===== src/rtl/core/rsfc_pkg.sv =====
// rsfc_pkg: shared types for the ray/sphere far clip unit
// no dependencies; used by rsfc_isqrt and ray_sphere_far_clip_unit
`default_nettype none

package rsfc_pkg;

	// control that travels alongside each transaction in the pipeline
	typedef struct packed {
		logic valid;
		logic hit;
	} ctl_t;

endpackage

`default_nettype wire


===== src/rtl/core/rsfc_isqrt.sv =====
// rsfc_isqrt: pipelined integer square root, one root bit per stage
// depends on rsfc_pkg (ctl_t); carries an opaque tag vector alongside
`default_nettype none

module rsfc_isqrt #(
	parameter int ROOT_W = 28,
	parameter int TAG_W = 8
) (
	input wire clk,
	input wire arst_n,
	input var rsfc_pkg::ctl_t in_ctl,
	input wire [2*ROOT_W-1:0] in_rad,
	input wire [TAG_W-1:0] in_tag,
	output rsfc_pkg::ctl_t out_ctl,
	output logic [ROOT_W-1:0] out_root,
	output logic [TAG_W-1:0] out_tag
);

	localparam int RAD_W = 2 * ROOT_W;

	genvar j;
	for (j = 0; j < ROOT_W; j++) begin : g_step
		localparam int B = ROOT_W - 1 - j;
		rsfc_pkg::ctl_t ctl_in;
		logic [RAD_W-1:0] rem_in;
		logic [ROOT_W-1:0] root_in;
		logic [TAG_W-1:0] tag_in;
		logic [RAD_W-1:0] trial;
		logic take;
		// stage registers
		rsfc_pkg::ctl_t ctl_s;
		logic [RAD_W-1:0] rem_s;
		logic [ROOT_W-1:0] root_s;
		logic [TAG_W-1:0] tag_s;

		if (j == 0) begin : g_first
			assign ctl_in = in_ctl;
			assign rem_in = in_rad;
			assign root_in = '0;
			assign tag_in = in_tag;
		end else begin : g_next
			assign ctl_in = g_step[j-1].ctl_s;
			assign rem_in = g_step[j-1].rem_s;
			assign root_in = g_step[j-1].root_s;
			assign tag_in = g_step[j-1].tag_s;
		end

		// (root + 2^B)^2 - root^2 = root * 2^(B+1) + 2^(2B)
		assign trial = ({{ROOT_W{1'b0}}, root_in} << (B + 1))
			| ({{(RAD_W-1){1'b0}}, 1'b1} << (2 * B));
		assign take = rem_in >= trial;

		always_ff @(posedge clk or negedge arst_n) begin
			if (!arst_n) begin
				ctl_s <= '0;
			end else begin
				ctl_s <= ctl_in;
			end
		end

		always_ff @(posedge clk) begin
			tag_s <= tag_in;
			if (take) begin
				rem_s <= rem_in - trial;
				root_s <= root_in | (ROOT_W'(1) << B);
			end else begin
				rem_s <= rem_in;
				root_s <= root_in;
			end
		end
	end

	assign out_ctl = g_step[ROOT_W-1].ctl_s;
	assign out_root = g_step[ROOT_W-1].root_s;
	assign out_tag = g_step[ROOT_W-1].tag_s;

endmodule

`default_nettype wire


===== config.mk =====
export PLATFORM = sky130hd
export DESIGN_NAME = rsfc_isqrt
export DESIGN_NICKNAME = d
export VERILOG_FILES = /design/src/rtl/core/rsfc_pkg.sv /design/src/rtl/core/rsfc_isqrt.sv
export SDC_FILE = /design/constraint.sdc
export NUM_CORES = 2
export LEC_CHECK = 0
export ABC_AREA = 1
export BUFFER_PORTS_ARGS = -buffer_cell sky130_fd_sc_hd__buf_2
export CORE_ASPECT_RATIO = 1.75
export CORE_MARGIN = 5
export CORE_UTILIZATION = 40
export CTS_CLUSTER_DIAMETER = 60
export CTS_CLUSTER_SIZE = 28
export DETAILED_ROUTE_END_ITERATION = 8
export PLACE_DENSITY = 0.63
export SLEW_MARGIN = 10
export SYNTH_ARGS = -nofsm -noshare
export SYNTH_HDL_FRONTEND = slang
export SYNTH_SLANG_ARGS = --single-unit

===== constraint.sdc =====
create_clock -name clk -period 2.55 [get_ports clk]
set_input_delay 0.255 -clock clk [delete_from_list [all_inputs] [get_ports clk]]
set_output_delay 0.255 -clock clk [all_outputs]
set_load 0.1 [all_outputs]

==> qor.tcl <==
set qor(cp-end-kind) {flop}
set qor(clock_tree.htree_level_count) 4
set qor(dp_hpwl_mm) 319
set qor(core_area_um2) 242000
set qor(multi_input_area_um2) 44500
set qor(synthesis.nets) 14000
set qor(worst_slew_pin_slew_ns) 1.05
set qor(synth_commonest_cells) {sky130_fd_sc_hd__nand2_1 (4276), sky130_fd_sc_hd__inv_1 (2168), sky130_fd_sc_hd__dfxtp_1 (2142)}
set qor(timing.final.hold_violations) 0
set qor(pwr_density_cell_nw_per_um2) 1070
set qor(clk_path_buf_depth) 4
set qor(hold_path.class) {input port to async pin}
set qor(cp_data_required_time_ns) 3.29
set qor(synth_cell_type_count) 54
set qor(clkLatencyLatePin_ns) 0.86
set qor(die_h_um) 663
set qor(setup.worst_path.start_class) {flop}
set qor(run_status) {finished with violations}
set qor(globalRoute.totalOverflow) 0
set qor(muxShareOfSynthArea) 0
set qor(fp.dieArea_um2) 254000
set qor(final.period_utilization) 0.984
set qor(leakage_uw) 0.0581
set qor(initial_antenna_violation_count) 10
set qor(period_minus_slack_ns) 2.51
set qor(fin_skew_ns) 0.115
set qor(ff_latch_area_um2) 44400
set qor(syn_avg_cell_area_um2) 7.24
set qor(timing.final.max_slew_violations) 0
set qor(timing.critical_path.slowest_stage_cell) {sky130_fd_sc_hd__dfxtp_1}
set qor(worst_ir_drop_vdd_v) 0.000818
set qor(synth_simple_gate_area_frac) 0.307
set qor(criticalPathCategory) {flop to flop}
set qor(synth_fa_ha_area_frac) 0.0555
set qor(fin_util) 0.471
set qor(yosys-top-cells-area) {sky130_fd_sc_hd__dfxtp_1 (44%), sky130_fd_sc_hd__nand2_1 (16%), sky130_fd_sc_hd__inv_1 (8.4%)}
set qor(yosys_register_bits) 2198
set qor(dominant_synthesized_flop_cell) {sky130_fd_sc_hd__dfxtp_1}
set qor(post-route-drc-count) 13
set qor(fraction_of_synthesis_flops_using_an_asynchronous_set_or_reset_pin) 0.0255
set qor(clock_transition_at_the_registers_of_the_reported_paths_ns) 0.09
set qor(crit_path_max_fanout) 17
set qor(synth_xor_area_frac) 0.0322
set qor(initial_utilization) 0.402
set qor(synth-warning-count) 0
set qor(synth_top_cell_by_area) {sky130_fd_sc_hd__dfxtp_1}
set qor(top_level_ports) 106
set qor(wl_mm) 380
set qor(violations) {DRC}
set qor(sequential_share_of_the_synthesized_area) 0.455
set qor(gp_routability_congestion) 1.05
set qor(timing.critical_path.from) {g_step[24].rem_s[6]$_DFF_P_}
set qor(synth_enable_flop_cells) 0
set qor(aggregate_global_route_resource_usage) 0.291
set qor(wl_per_cell_um) 21.4
set qor(detailedRoute.firstPassIterationCount) 9
set qor(f_max_mhz) 399
set qor(synthesized_instance_count) 13500
set qor(netlist_area_um2) 97400
set qor(placedInstanceArea_um2) 107000
set qor(dr.first_iter.drc_count) 4553
set qor(yosys.cell_count.top_type) {sky130_fd_sc_hd__nand2_1}
set qor(rows) 239
set qor(total_power_uw) 123000
set qor(via_count) 87600
set qor(dieWidth_um) 383
set qor(synth_compound_gate_area_share) 0.0575
set qor(worstPathCellList) {ha_4 -> nand2_1 -> nor3_1 -> nand2_1 -> nor2_1 -> nand2_2 -> nand2_1 -> nor2_1 -> nand2_2 -> inv_4 -> buf_12 -> nand2_1 -> o21ai_4 -> buf_4}
set qor(maxSlewHeadroom) 0.302
set qor(nNetsFinal) 15000
set qor(num-fill-cells) 24700
set qor(slowest_stage_delay_on_critical_path_ns) 0.74
set qor(layout.cell_area.non_filler_um2) 114000
set qor(grt_max_degree) 51
set qor(io_buffers) 105
set qor(area_overhead_vs_synth_pct) 17.2
set qor(clock_tree_from_tritoncts) {done}
set qor(synth_top_family_by_area) {simple AND/OR/NAND/NOR gates}
set qor(maxCapViolations) 0
set qor(first_global_vias) 88800
set qor(crit-reg2reg-launch) {g_step[24].rem_s[6]$_DFF_P_}
set qor(cts.root.buffer_cell) {sky130_fd_sc_hd__clkbuf_16}
set qor(synth.top_cell.area_share) 0.440
set qor(layout-drive-gt1-share) 0.103
set qor(critPathMostFrequentCell) {sky130_fd_sc_hd__nand2_1}
set qor(routed_via_density) 4.94
set qor(cts_num_sinks) 2198
set qor(finalSetupViolations) 0
set qor(cts_made_buffers) 143
set qor(grt_pass1_wl_mm) 543
set qor(unrepaired_setup_endpoints_after_global_routing) {yes}
set qor(route.antenna.remaining_nets) 0
set qor(crit_arrival_ns) 3.25
[cells by family after synthesis]
| kind of cell | after synthesis |
|---|---|
| DFF | 2198 |
| buffers and inverters | 2286 |
| AOI/OAI and AO/OA | 966 |
| and+or+nand+nor | 7211 |
| adders and majority gates | 432 |
| xor gates and xnor gates | 358 |
[flip-flops by register name, indices dropped and copies added (netlist names)]
register / count
out_tag: 8
out_root: 28
g_step.root_in: 10
out_ctl: 2
g_step.ctl_in: 2
g_step.rem_in: 56
g_step.root_s: 368
g_step.tag_in: 8
g_step.tag_s: 208
g_step.rem_s: 1456
g_step.ctl_s: 52
[layer usage]
metal  vias to the layer above  GRT usage  routed length, um
met5                         -          0                 32
met4                         4      0.368              61600
met3                      1801     0.0450              15100
met2                      2735      0.566             202000
met1                     39300      0.208             101000
li1                      43800          -                  -
[path summary, 6_finish.rpt]
kind | endpoint | cells past startpoint | slack [ns]
min reg2reg | g_step[12].tag_s[7]$_DFF_P_ | 0 | 0.26
max | g_step[25].rem_s[13]$_DFF_P_ | 14 | 0.04
max reg2reg | g_step[25].rem_s[13]$_DFF_P_ | 14 | 0.04
min in group clk | g_step[0].rem_s[50]$_DFF_P_ | 2 | 0.07
min | out_ctl[0]$_DFF_PN0_ | 2 | 0.007
max in group asynchronous | g_step[12].ctl_s[0]$_DFF_PN0_ | 3 | 0.91
[timing repair]
action | in CTS | in global routing
hold endpoints to repair | 123 | 0
hold buffers | 99 | 0
gates resized for setup | 31 | 164
pin swaps | 1 | 8
gates cloned | 0 | 2
endpoints found under the setup margin | 122 | 429
buffers inserted | 2 | 5
[critical path: cells and delay by family (launching register included)]
family	cells	cell delay, ns
and+or+nand+nor	9	0.89
buffers and inverters	3	0.37
adders and majority gates	1	0.27
AOI/OAI and AO/OA	1	0.08
DFF	1	0.74
[metrics by stage]
step                      hold WS, ns  std cells  setup WS, ns  TNS (ns)
final                         0.00717      17700        0.0418         0
after global routing           0.0307      17700        -0.159     -2.01
after CTS                     0.00242      17700      -0.00663  -0.00725
after detailed placement        0.312      17300        -0.476    -24.21
after global placement          0.310      17300        -0.497    -24.93
after floorplan               -0.0406      13500         0.650         0
[final cells by class]
type / count / area share
tap: 3133 / 0.0343
inverter: 2188 / 0.0722
sequential: 2198 / 0.389
timing repair inverter: 1 / 0.0000767
clock buffer: 158 / 0.0336
timing repair buffer: 967 / 0.0694
multi-input combinational: 8967 / 0.390
antenna: 52 / 0.00114
clock inverter: 68 / 0.0104
[cells in the final DEF, fill, tap and decap left out, types with 16 or more instances in the layout]
cell / instances
sky130_fd_sc_hd__nor2_1: 1423
sky130_fd_sc_hd__buf_2: 104
sky130_fd_sc_hd__o21ai_0: 232
sky130_fd_sc_hd__nor3_1: 146
sky130_fd_sc_hd__a21oi_1: 412
sky130_fd_sc_hd__o21ai_2: 64
sky130_fd_sc_hd__nand3_1: 754
sky130_fd_sc_hd__dfxtp_2: 51
sky130_fd_sc_hd__ha_1: 416
sky130_fd_sc_hd__buf_4: 708
sky130_fd_sc_hd__nor2_2: 54
sky130_fd_sc_hd__a21oi_2: 113
sky130_fd_sc_hd__diode_2: 52
sky130_fd_sc_hd__nor2_4: 16
sky130_fd_sc_hd__dfrtp_1: 56
sky130_fd_sc_hd__buf_12: 51
sky130_fd_sc_hd__xnor2_1: 200
sky130_fd_sc_hd__o21bai_1: 17
sky130_fd_sc_hd__dfxtp_1: 2090
sky130_fd_sc_hd__nand4_1: 260
sky130_fd_sc_hd__nand2_1: 4253
sky130_fd_sc_hd__inv_1: 2167
sky130_fd_sc_hd__dlygate4sd3_1: 99
sky130_fd_sc_hd__nand3b_1: 92
sky130_fd_sc_hd__clkbuf_16: 150
sky130_fd_sc_hd__inv_16: 17
sky130_fd_sc_hd__o21ai_1: 64
sky130_fd_sc_hd__nor4_1: 105
sky130_fd_sc_hd__xor2_1: 158
sky130_fd_sc_hd__nand2_2: 34
[report_power, final]
group / internal (uW) / switching [uW]
sequential: 41600 / 9490
clock: 11900 / 13700
combinational: 16400 / 29300
total: 70000 / 52500
No activity file was read; power rests on OpenSTA's default activity.
